===== config.mk =====
export PLATFORM = sky130hd
export DESIGN_NAME = line_edit_input_buffer
export DESIGN_NICKNAME = d
export VERILOG_FILES = /design/src/rtl/core/leib_pkg.sv /design/src/rtl/core/line_edit_input_buffer.sv /design/src/rtl/core/leib_front.sv /design/src/rtl/core/leib_back.sv
export SDC_FILE = /design/constraint.sdc
export NUM_CORES = 2
export LEC_CHECK = 0
export BUFFER_PORTS_ARGS = -buffer_cell sky130_fd_sc_hd__buf_2
export CAP_MARGIN = 20
export CORE_MARGIN = 1
export CORE_UTILIZATION = 55
export CTS_BUF_LIST = sky130_fd_sc_hd__clkbuf_4 sky130_fd_sc_hd__clkbuf_8
export CTS_CLUSTER_SIZE = 30
export DETAILED_ROUTE_END_ITERATION = 7
export PLACE_DENSITY = 0.7
export SETUP_SLACK_MARGIN = 0.05
export SLEW_MARGIN = 15
export SYNTH_ARGS = -nofsm -noshare
export SYNTH_HDL_FRONTEND = slang
export SYNTH_SLANG_ARGS = --single-unit

===== constraint.sdc =====
create_clock -name clk -period 6.6 [get_ports clk]
set_input_delay 0.66 -clock clk [delete_from_list [all_inputs] [get_ports clk]]
set_output_delay 0.66 -clock clk [all_outputs]
set_load 0.01 [all_outputs]

===== src/rtl/core/leib_pkg.sv =====
// Package for the line edit input buffer: request and result types, key and
// result codes, ring index helpers. No dependencies.
`default_nettype none
package leib_pkg;

  localparam int RING_DEPTH = 128;
  localparam int IDX_MOD    = 2 * RING_DEPTH;
  localparam int IDX_W      = $clog2(IDX_MOD);
  localparam int ADDR_W     = $clog2(RING_DEPTH);

  typedef logic [IDX_W-1:0]  idx_t;
  typedef logic [ADDR_W-1:0] addr_t;

  localparam logic [5:0] MAX_READ = 6'd63;

  localparam logic [7:0] KEY_PROC = 8'h10;
  localparam logic [7:0] KEY_KILL = 8'h15;
  localparam logic [7:0] KEY_BS   = 8'h08;
  localparam logic [7:0] KEY_DEL  = 8'h7F;
  localparam logic [7:0] KEY_EOF  = 8'h04;
  localparam logic [7:0] KEY_CR   = 8'h0D;
  localparam logic [7:0] KEY_LF   = 8'h0A;
  localparam logic [7:0] KEY_NONE = 8'h00;

  localparam logic MODE_KEY  = 1'b0;
  localparam logic MODE_READ = 1'b1;

  localparam logic [2:0] KIND_ECHO      = 3'd0;
  localparam logic [2:0] KIND_ERASE     = 3'd1;
  localparam logic [2:0] KIND_READ_BYTE = 3'd2;
  localparam logic [2:0] KIND_READ_END  = 3'd3;
  localparam logic [2:0] KIND_PROC      = 3'd4;

  localparam logic [1:0] END_DONE  = 2'd0;
  localparam logic [1:0] END_EOF   = 2'd1;
  localparam logic [1:0] END_EMPTY = 2'd2;

  typedef struct packed {
    logic       mode;
    logic [7:0] key_code;
    logic [5:0] read_limit;
  } item_t;

  typedef struct packed {
    logic [2:0] kind;
    logic [7:0] data_byte;
    logic [7:0] erase_or_read_count;
    logic       line_ready;
    logic [1:0] end_status;
    logic       last;
  } result_t;

  typedef enum logic [2:0] {
    OP_PROC,
    OP_KILL,
    OP_ERASE,
    OP_STORE,
    OP_READ
  } op_t;

  typedef struct packed {
    op_t        op;
    logic [7:0] key;
    logic [5:0] limit;
  } cmd_t;

  typedef enum logic [2:0] {
    S_IDLE,
    S_KILL_RD,
    S_KILL_CHK,
    S_RD_CHK,
    S_RD_DAT,
    S_RD_END
  } back_state_t;

  function automatic idx_t idx_inc(input idx_t x);
    return (x == idx_t'(IDX_MOD - 1)) ? '0 : x + idx_t'(1);
  endfunction

  function automatic idx_t idx_dec(input idx_t x);
    return (x == '0) ? idx_t'(IDX_MOD - 1) : x - idx_t'(1);
  endfunction

  function automatic idx_t idx_diff(input idx_t a, input idx_t b);
    return (a >= b) ? a - b : a + idx_t'(IDX_MOD) - b;
  endfunction

  function automatic addr_t slot_of(input idx_t x);
    return (x >= idx_t'(RING_DEPTH)) ? addr_t'(x - idx_t'(RING_DEPTH)) : addr_t'(x);
  endfunction

endpackage
`default_nettype wire


===== src/rtl/core/line_edit_input_buffer.sv =====
// Top level of the canonical-mode console input buffer.
// Instantiates leib_front and leib_back; types from leib_pkg.
//
// A request is taken when start is high and busy is low; busy rises only while
// two requests wait in the queue between front and back end. Results appear
// for one cycle each with result_strobe high and must be taken then. A
// process-listing, erase or stored key gives its one result from the back end's
// result register once its command leaves the queue; a zero key or a key that
// meets a full ring gives none. A kill steps through S_KILL_RD and S_KILL_CHK
// once per erased character and a read through S_RD_CHK and S_RD_DAT once per
// delivered byte, as each ring step waits on the single registered read port.
`default_nettype none
module line_edit_input_buffer (
  input  wire logic              clk,
  input  wire logic              rst,
  input  wire logic              start,
  output logic                   busy,
  input  wire leib_pkg::item_t   item,
  output leib_pkg::result_t      result,
  output logic                   result_strobe
);

  logic           cmd_valid;
  leib_pkg::cmd_t cmd;
  logic           cmd_pop;

  leib_front u_front (
    .clk       (clk),
    .rst       (rst),
    .start     (start),
    .busy      (busy),
    .item      (item),
    .cmd_valid (cmd_valid),
    .cmd       (cmd),
    .cmd_pop   (cmd_pop)
  );

  leib_back u_back (
    .clk           (clk),
    .rst           (rst),
    .cmd_valid     (cmd_valid),
    .cmd           (cmd),
    .cmd_pop       (cmd_pop),
    .result        (result),
    .result_strobe (result_strobe)
  );

endmodule
`default_nettype wire


===== src/rtl/core/leib_front.sv =====
// Front end: accepts requests, classifies them into commands and holds them
// in a two-entry queue for the back end. Depends on leib_pkg.
`default_nettype none
module leib_front (
  input  wire logic            clk,
  input  wire logic            rst,
  input  wire logic            start,
  output logic                 busy,
  input  wire leib_pkg::item_t item,
  output logic                 cmd_valid,
  output leib_pkg::cmd_t       cmd,
  input  wire logic            cmd_pop
);

  leib_pkg::cmd_t q [2];
  logic           wr_ptr;
  logic           rd_ptr;
  logic [1:0]     count;
  leib_pkg::cmd_t cmd_in;
  logic           push;

  always_comb begin
    cmd_in.key   = (item.key_code == leib_pkg::KEY_CR) ? leib_pkg::KEY_LF : item.key_code;
    cmd_in.limit = (item.read_limit > leib_pkg::MAX_READ) ? leib_pkg::MAX_READ
                                                          : item.read_limit;
    if (item.mode == leib_pkg::MODE_READ) begin
      cmd_in.op = leib_pkg::OP_READ;
    end else begin
      case (item.key_code)
        leib_pkg::KEY_PROC: cmd_in.op = leib_pkg::OP_PROC;
        leib_pkg::KEY_KILL: cmd_in.op = leib_pkg::OP_KILL;
        leib_pkg::KEY_BS:   cmd_in.op = leib_pkg::OP_ERASE;
        leib_pkg::KEY_DEL:  cmd_in.op = leib_pkg::OP_ERASE;
        default:            cmd_in.op = leib_pkg::OP_STORE;
      endcase
    end
  end

  assign busy      = (count == 2'd2);
  // drop a zero key here: it causes no result
  assign push      = start && !busy &&
                     !(item.mode == leib_pkg::MODE_KEY && item.key_code == leib_pkg::KEY_NONE);
  assign cmd_valid = (count != 2'd0);
  assign cmd       = q[rd_ptr];

  always_ff @(posedge clk) begin
    if (push) begin
      q[wr_ptr] <= cmd_in;
    end
  end

  always_ff @(posedge clk) begin
    if (rst) begin
      wr_ptr <= 1'b0;
      rd_ptr <= 1'b0;
      count  <= 2'd0;
    end else begin
      if (push) begin
        wr_ptr <= ~wr_ptr;
      end
      if (cmd_pop) begin
        rd_ptr <= ~rd_ptr;
      end
      case ({push, cmd_pop})
        2'b10:   count <= count + 2'd1;
        2'b01:   count <= count - 2'd1;
        default: count <= count;
      endcase
    end
  end

endmodule
`default_nettype wire


===== src/rtl/core/leib_back.sv =====
// Back end: owns the byte ring and the read, commit and edit indices and
// carries out queued commands, one result per cycle at most. Depends on leib_pkg.
`default_nettype none
module leib_back (
  input  wire logic            clk,
  input  wire logic            rst,
  input  wire logic            cmd_valid,
  input  wire leib_pkg::cmd_t  cmd,
  output logic                 cmd_pop,
  output leib_pkg::result_t    result,
  output logic                 result_strobe
);

  logic [7:0] ring [leib_pkg::RING_DEPTH];
  logic [7:0] rdata;

  leib_pkg::back_state_t state, state_next;
  leib_pkg::idx_t        read_idx, read_idx_next;
  leib_pkg::idx_t        commit_idx, commit_idx_next;
  leib_pkg::idx_t        edit_idx, edit_idx_next;
  leib_pkg::idx_t        erased, erased_next;
  logic [5:0]            taken, taken_next;
  logic [5:0]            limit, limit_next;
  leib_pkg::result_t     result_next;
  logic                  strobe_next;

  logic                  we;
  leib_pkg::addr_t       waddr;
  leib_pkg::addr_t       raddr;
  leib_pkg::idx_t        edit_inc;
  logic                  room;
  logic                  commit_line;

  function automatic leib_pkg::result_t mk_res(input logic [2:0] kind,
                                               input logic [7:0] data,
                                               input logic [7:0] count,
                                               input logic       ready,
                                               input logic [1:0] status,
                                               input logic       last);
    leib_pkg::result_t r;
    r.kind                = kind;
    r.data_byte           = data;
    r.erase_or_read_count = count;
    r.line_ready          = ready;
    r.end_status          = status;
    r.last                = last;
    return r;
  endfunction

  function automatic logic [7:0] sat8(input leib_pkg::idx_t v);
    return (32'(v) > 32'd255) ? 8'hFF : 8'(v);
  endfunction

  assign edit_inc    = leib_pkg::idx_inc(edit_idx);
  assign room        = leib_pkg::idx_diff(edit_idx, read_idx) <
                       leib_pkg::idx_t'(leib_pkg::RING_DEPTH);
  assign commit_line = (cmd.key == leib_pkg::KEY_LF) || (cmd.key == leib_pkg::KEY_EOF) ||
                       (leib_pkg::idx_diff(edit_inc, read_idx) ==
                        leib_pkg::idx_t'(leib_pkg::RING_DEPTH));
  assign waddr       = leib_pkg::slot_of(edit_idx);

  always_comb begin
    state_next      = state;
    read_idx_next   = read_idx;
    commit_idx_next = commit_idx;
    edit_idx_next   = edit_idx;
    erased_next     = erased;
    taken_next      = taken;
    limit_next      = limit;
    result_next     = result;
    strobe_next     = 1'b0;
    cmd_pop         = 1'b0;
    we              = 1'b0;
    raddr           = leib_pkg::slot_of(read_idx);
    case (state)
      leib_pkg::S_IDLE: begin
        if (cmd_valid) begin
          cmd_pop = 1'b1;
          case (cmd.op)
            leib_pkg::OP_PROC: begin
              result_next = mk_res(leib_pkg::KIND_PROC, 8'd0, 8'd0, 1'b0,
                                   leib_pkg::END_DONE, 1'b1);
              strobe_next = 1'b1;
            end
            leib_pkg::OP_KILL: begin
              erased_next = '0;
              state_next  = leib_pkg::S_KILL_RD;
            end
            leib_pkg::OP_ERASE: begin
              if (edit_idx != commit_idx) begin
                edit_idx_next = leib_pkg::idx_dec(edit_idx);
                result_next   = mk_res(leib_pkg::KIND_ERASE, 8'd0, 8'd1, 1'b0,
                                       leib_pkg::END_DONE, 1'b1);
              end else begin
                result_next   = mk_res(leib_pkg::KIND_ERASE, 8'd0, 8'd0, 1'b0,
                                       leib_pkg::END_DONE, 1'b1);
              end
              strobe_next = 1'b1;
            end
            leib_pkg::OP_STORE: begin
              if (room) begin
                we            = 1'b1;
                edit_idx_next = edit_inc;
                if (commit_line) begin
                  commit_idx_next = edit_inc;
                end
                result_next = mk_res(leib_pkg::KIND_ECHO, cmd.key, 8'd0, commit_line,
                                     leib_pkg::END_DONE, 1'b1);
                strobe_next = 1'b1;
              end
            end
            leib_pkg::OP_READ: begin
              taken_next = 6'd0;
              limit_next = cmd.limit;
              state_next = leib_pkg::S_RD_CHK;
            end
            default: ;
          endcase
        end
      end
      leib_pkg::S_KILL_RD: begin
        if (edit_idx == commit_idx) begin
          result_next = mk_res(leib_pkg::KIND_ERASE, 8'd0, sat8(erased), 1'b0,
                               leib_pkg::END_DONE, 1'b1);
          strobe_next = 1'b1;
          state_next  = leib_pkg::S_IDLE;
        end else begin
          raddr      = leib_pkg::slot_of(leib_pkg::idx_dec(edit_idx));
          state_next = leib_pkg::S_KILL_CHK;
        end
      end
      leib_pkg::S_KILL_CHK: begin
        if (rdata == leib_pkg::KEY_LF) begin
          result_next = mk_res(leib_pkg::KIND_ERASE, 8'd0, sat8(erased), 1'b0,
                               leib_pkg::END_DONE, 1'b1);
          strobe_next = 1'b1;
          state_next  = leib_pkg::S_IDLE;
        end else begin
          edit_idx_next = leib_pkg::idx_dec(edit_idx);
          erased_next   = erased + leib_pkg::idx_t'(1);
          state_next    = leib_pkg::S_KILL_RD;
        end
      end
      leib_pkg::S_RD_CHK: begin
        if (taken >= limit) begin
          result_next = mk_res(leib_pkg::KIND_READ_END, 8'd0, 8'(taken), 1'b0,
                               leib_pkg::END_DONE, 1'b1);
          strobe_next = 1'b1;
          state_next  = leib_pkg::S_IDLE;
        end else if (read_idx == commit_idx) begin
          result_next = mk_res(leib_pkg::KIND_READ_END, 8'd0, 8'(taken), 1'b0,
                               leib_pkg::END_EMPTY, 1'b1);
          strobe_next = 1'b1;
          state_next  = leib_pkg::S_IDLE;
        end else begin
          raddr      = leib_pkg::slot_of(read_idx);
          state_next = leib_pkg::S_RD_DAT;
        end
      end
      leib_pkg::S_RD_DAT: begin
        if (rdata == leib_pkg::KEY_EOF) begin
          // consume end of file only when nothing was delivered yet
          if (taken == 6'd0) begin
            read_idx_next = leib_pkg::idx_inc(read_idx);
          end
          result_next = mk_res(leib_pkg::KIND_READ_END, 8'd0, 8'(taken), 1'b0,
                               leib_pkg::END_EOF, 1'b1);
          strobe_next = 1'b1;
          state_next  = leib_pkg::S_IDLE;
        end else begin
          read_idx_next = leib_pkg::idx_inc(read_idx);
          taken_next    = taken + 6'd1;
          result_next   = mk_res(leib_pkg::KIND_READ_BYTE, rdata, 8'd0, 1'b0,
                                 leib_pkg::END_DONE, 1'b0);
          strobe_next   = 1'b1;
          state_next    = (rdata == leib_pkg::KEY_LF) ? leib_pkg::S_RD_END
                                                      : leib_pkg::S_RD_CHK;
        end
      end
      leib_pkg::S_RD_END: begin
        result_next = mk_res(leib_pkg::KIND_READ_END, 8'd0, 8'(taken), 1'b0,
                             leib_pkg::END_DONE, 1'b1);
        strobe_next = 1'b1;
        state_next  = leib_pkg::S_IDLE;
      end
      default: state_next = leib_pkg::S_IDLE;
    endcase
  end

  always_ff @(posedge clk) begin
    if (we) begin
      ring[waddr] <= cmd.key;
    end
    rdata <= ring[raddr];
  end

  always_ff @(posedge clk) begin
    erased <= erased_next;
    taken  <= taken_next;
    limit  <= limit_next;
    result <= result_next;
  end

  always_ff @(posedge clk) begin
    if (rst) begin
      state         <= leib_pkg::S_IDLE;
      read_idx      <= '0;
      commit_idx    <= '0;
      edit_idx      <= '0;
      result_strobe <= 1'b0;
    end else begin
      state         <= state_next;
      read_idx      <= read_idx_next;
      commit_idx    <= commit_idx_next;
      edit_idx      <= edit_idx_next;
      result_strobe <= strobe_next;
    end
  end

endmodule
`default_nettype wire


==> metrics <==
status completed; Hold/Removal Path Class input port to flip-flop; Starting Density 0.556; Post-DP HPWL 75,000 um; clk slew on worst S/H paths 0.06 ns; Post-layout nets 3,276; Post-Syn Area 0.0466 mm2; EDFF count, synth 1,101; Yosys warnings 0; Slew Viols, Final 0; Final Setup Violations 0; Placeable Area 0.0838 mm2; layout cells sized above 1 0.160; Tcrit/Tclk final 0.843; die area 0.0859 mm2; Routed WL per cell 27.4 um; pwr dens 365 mW/mm2; M3 GR Usage 0.0598; Syn Inst Count 3,134; WHS Path Cells 1; GRT busiest layer met2; register area share after synthesis 0.727; Die H 293 um; slew at the pin closest to its max-slew limit 1.15 ns; global-route usage over all layers 0.289; DIE WIDTH 293 um; Levels on crit path 12; antenna-violating nets left 0; CTS Buf Count 177; CP peak stage delay 0.80 ns; vias per inst 6.41; Layout Utilization 0.615; fin crit period 5.56 ns; post_cts resized 0; Final Hold Viols 0; largest net degree at the start of global routing 114; H-tree levels 4; Worst Reg2Reg Path Length in Cells 12; number of antenna violations at the first check in global routing 1; crit-path cells xnor2_1, nand4_1, o21a_1, buf_4, mux2i_4, buf_12, buf_4, mux4_2, a22oi_1, nor3_1, nor3_1, a22oi_1; Max Freq 180 MHz; crit path buf inv count 3; Final TNS setup 0 ns; Arrival @ worst endpoint 6.24 ns; RSZ-0062 raised after global routing no; vias in the first global route 28,015; first-pass GRT wire length 182,000 um; Slew HR 0.230; Synth cell types 72; DR iter-0 viols 4,044; Global Route met1 Usage 0.398; total congestion overflow 0; Async S/R FF share, synth 0; CP Launch Type flip-flop; TritonCTS clock tree built; Clock Skews 0.0421 ns; Avg Synthesized Cell Area 14.9 um2; Lkg Pwr 17.0 nW; Crit path max-delay family buffers and inverters; Clock Tree Buf Depth 3; Residual DRC 0; CP Class flip-flop to flip-flop; ys flop type edfxtp_1; Slowest-stage cell, CP dfxtp_1; gpl congestion 0.954; CP required 7.28 ns; CP Max Fanout 95; First-pass DRT Iterations 8; max-cap check violation count 0; Rows 106; Critical Path Sink Type flip-flop; CTS root buffer clkbuf_8; Mapped Nets 3,179; GR met2 Demand/Resource 0.452; Layout area overhead 10.5%; I/O pin total 43; Yosys reg bits 1,142; worst skew pair latency 0.83 ns; clock sink count 1,142; maximum VDD drop 0.000212 V; PortBufs 42; final wirelength 124,000 um; Vias 28,944
flip-flops by register name, indices dropped and copies added, names as in the netlist, named ones only:
name / flops
u_front.count: 2
u_back.state: 3
u_back.result: 23
u_back.rdata: 8
u_front.q: 34
u_back.edit_idx: 8
u_back.erased: 8
u_back.read_idx: 8
u_back.result_strobe: 1
u_back.ring: 1024
u_back.commit_idx: 8
u_front.rd_ptr: 1
u_back.limit: 6
u_front.wr_ptr: 1
u_back.taken: 6
per-stage QoR:
| stage | total power (W) | cell area, um2 | std cells | hold WS, ns | setup slack (ns) |
|---|---|---|---|---|---|
| 5_1_grt | 0.0194 | 51500 | 4514 | 0.0638 | 0.907 |
| 4_1_cts | 0.0188 | 51500 | 4508 | 0.0179 | 1.20 |
| 6_report | 0.0188 | 51500 | 4514 | 0.0990 | 1.04 |
| 2_1_floorplan | 0.0117 | 46600 | 3134 | 0.477 | 2.08 |
| 3_5_place_dp | 0.0132 | 48000 | 4176 | 0.507 | 1.22 |
| 3_3_place_gp | 0.0131 | 48000 | 4176 | 0.487 | 1.12 |
worst register-to-register path: cells and delay by family, from the launching register on:
kind	cells	cell delay (ns)
AND/OR/NAND/NOR	3	0.86
flip-flops	1	0.80
multiplexers	2	1.04
AO/OA/AOI/OAI	3	1.07
XOR/XNOR	1	0.16
buffers and inverters	3	1.48
synthesized netlist by cell type, types with 42 or more instances:
master	count	area (um2)
edfxtp_1	1101	33100
nand2_1	505	1900
nor2_1	213	800
nand3_1	207	1040
mux4_2	115	2590
clkbuf_1	103	387
a21oi_1	81	405
mux2i_1	78	781
nor3_1	64	320
a31oi_1	61	382
o21ai_0	49	245
a32oi_1	42	368
cells in the final DEF, fill, tap and decap left out, types with 10 or more instances in the layout:
cell	count
a21oi_1	81
a221oi_1	19
mux2i_1	74
buf_4	50
ha_1	27
nand2b_1	20
clkbuf_4	58
nand3_1	203
clkbuf_8	182
nor4_1	20
a2111oi_0	15
nor3_1	64
inv_1	28
a21o_1	10
nand2_1	504
nand4_1	24
dfxtp_1	41
a22oi_1	16
edfxtp_1	1101
o22ai_1	11
clkinv_1	46
clkinv_2	25
a32oi_1	42
nor2_1	213
o21ai_0	48
xor2_1	24
mux4_2	115
xnor2_1	24
a31oi_1	61
buf_2	42
final timing paths:
check	to	startpoint	slack, ns
worst max-delay path	u_back.rdata[1]$_DFF_P_	u_back.edit_idx[3]$_SDFFE_PP0P_	1.04
worst min-delay path	u_front.q[0][16]$_DFFE_PP_	item[14]	0.1
worst max register to register	u_back.rdata[1]$_DFF_P_	u_back.edit_idx[3]$_SDFFE_PP0P_	1.04
worst min register to register	u_back.commit_idx[1]$_SDFFE_PP0P_	u_back.commit_idx[1]$_SDFFE_PP0P_	0.53
cell type report:
class / count / area (um2)
fill: 6152 / 32300
timing repair buffer: 105 / 747
antenna: 5 / 12.5
sequential: 1142 / 33900
inverter: 36 / 146
clock buffer: 240 / 2940
multi-input combinational: 1769 / 11900
clock inverter: 83 / 459
tap: 1134 / 1420
routing by layer:
metal	vias up	routed length, um	part of all wire
li1	12281	-	-
met1	14428	47600	0.39
met2	1910	57900	0.47
met3	325	12900	0.10
met4	0	5160	0.042
met5	-	0	0
kinds of logic (layout without fill, tap and decap cells):
kind of cell               Yosys count  after routing  synth area share
DFF                               1142           1142             0.727
xor gates and xnor gates            48             48           0.00902
AOI/OAI and AO/OA                  385            385            0.0570
other                                0              5                 0
and+or+nand+nor                   1103           1103             0.103
buffers and inverters              223            464            0.0219
adders and majority gates           27             27           0.00724
muxes                              206            206            0.0754
report_power, final:
group	internal [W]	switching [W]	total, W	leakage [nW]
clock network	0.00295	0.00274	0.00570	1.82
logic	0.00115	0.00294	0.00408	4.96
registers	0.00883	0.000202	0.00903	10.3
timing repair:
action / CTS / global route
hold buffers: 9 / 0
hold endpoints to repair: 18 / 0
setup buffers: 0 / 0
(Power assumes the default switching activity.)
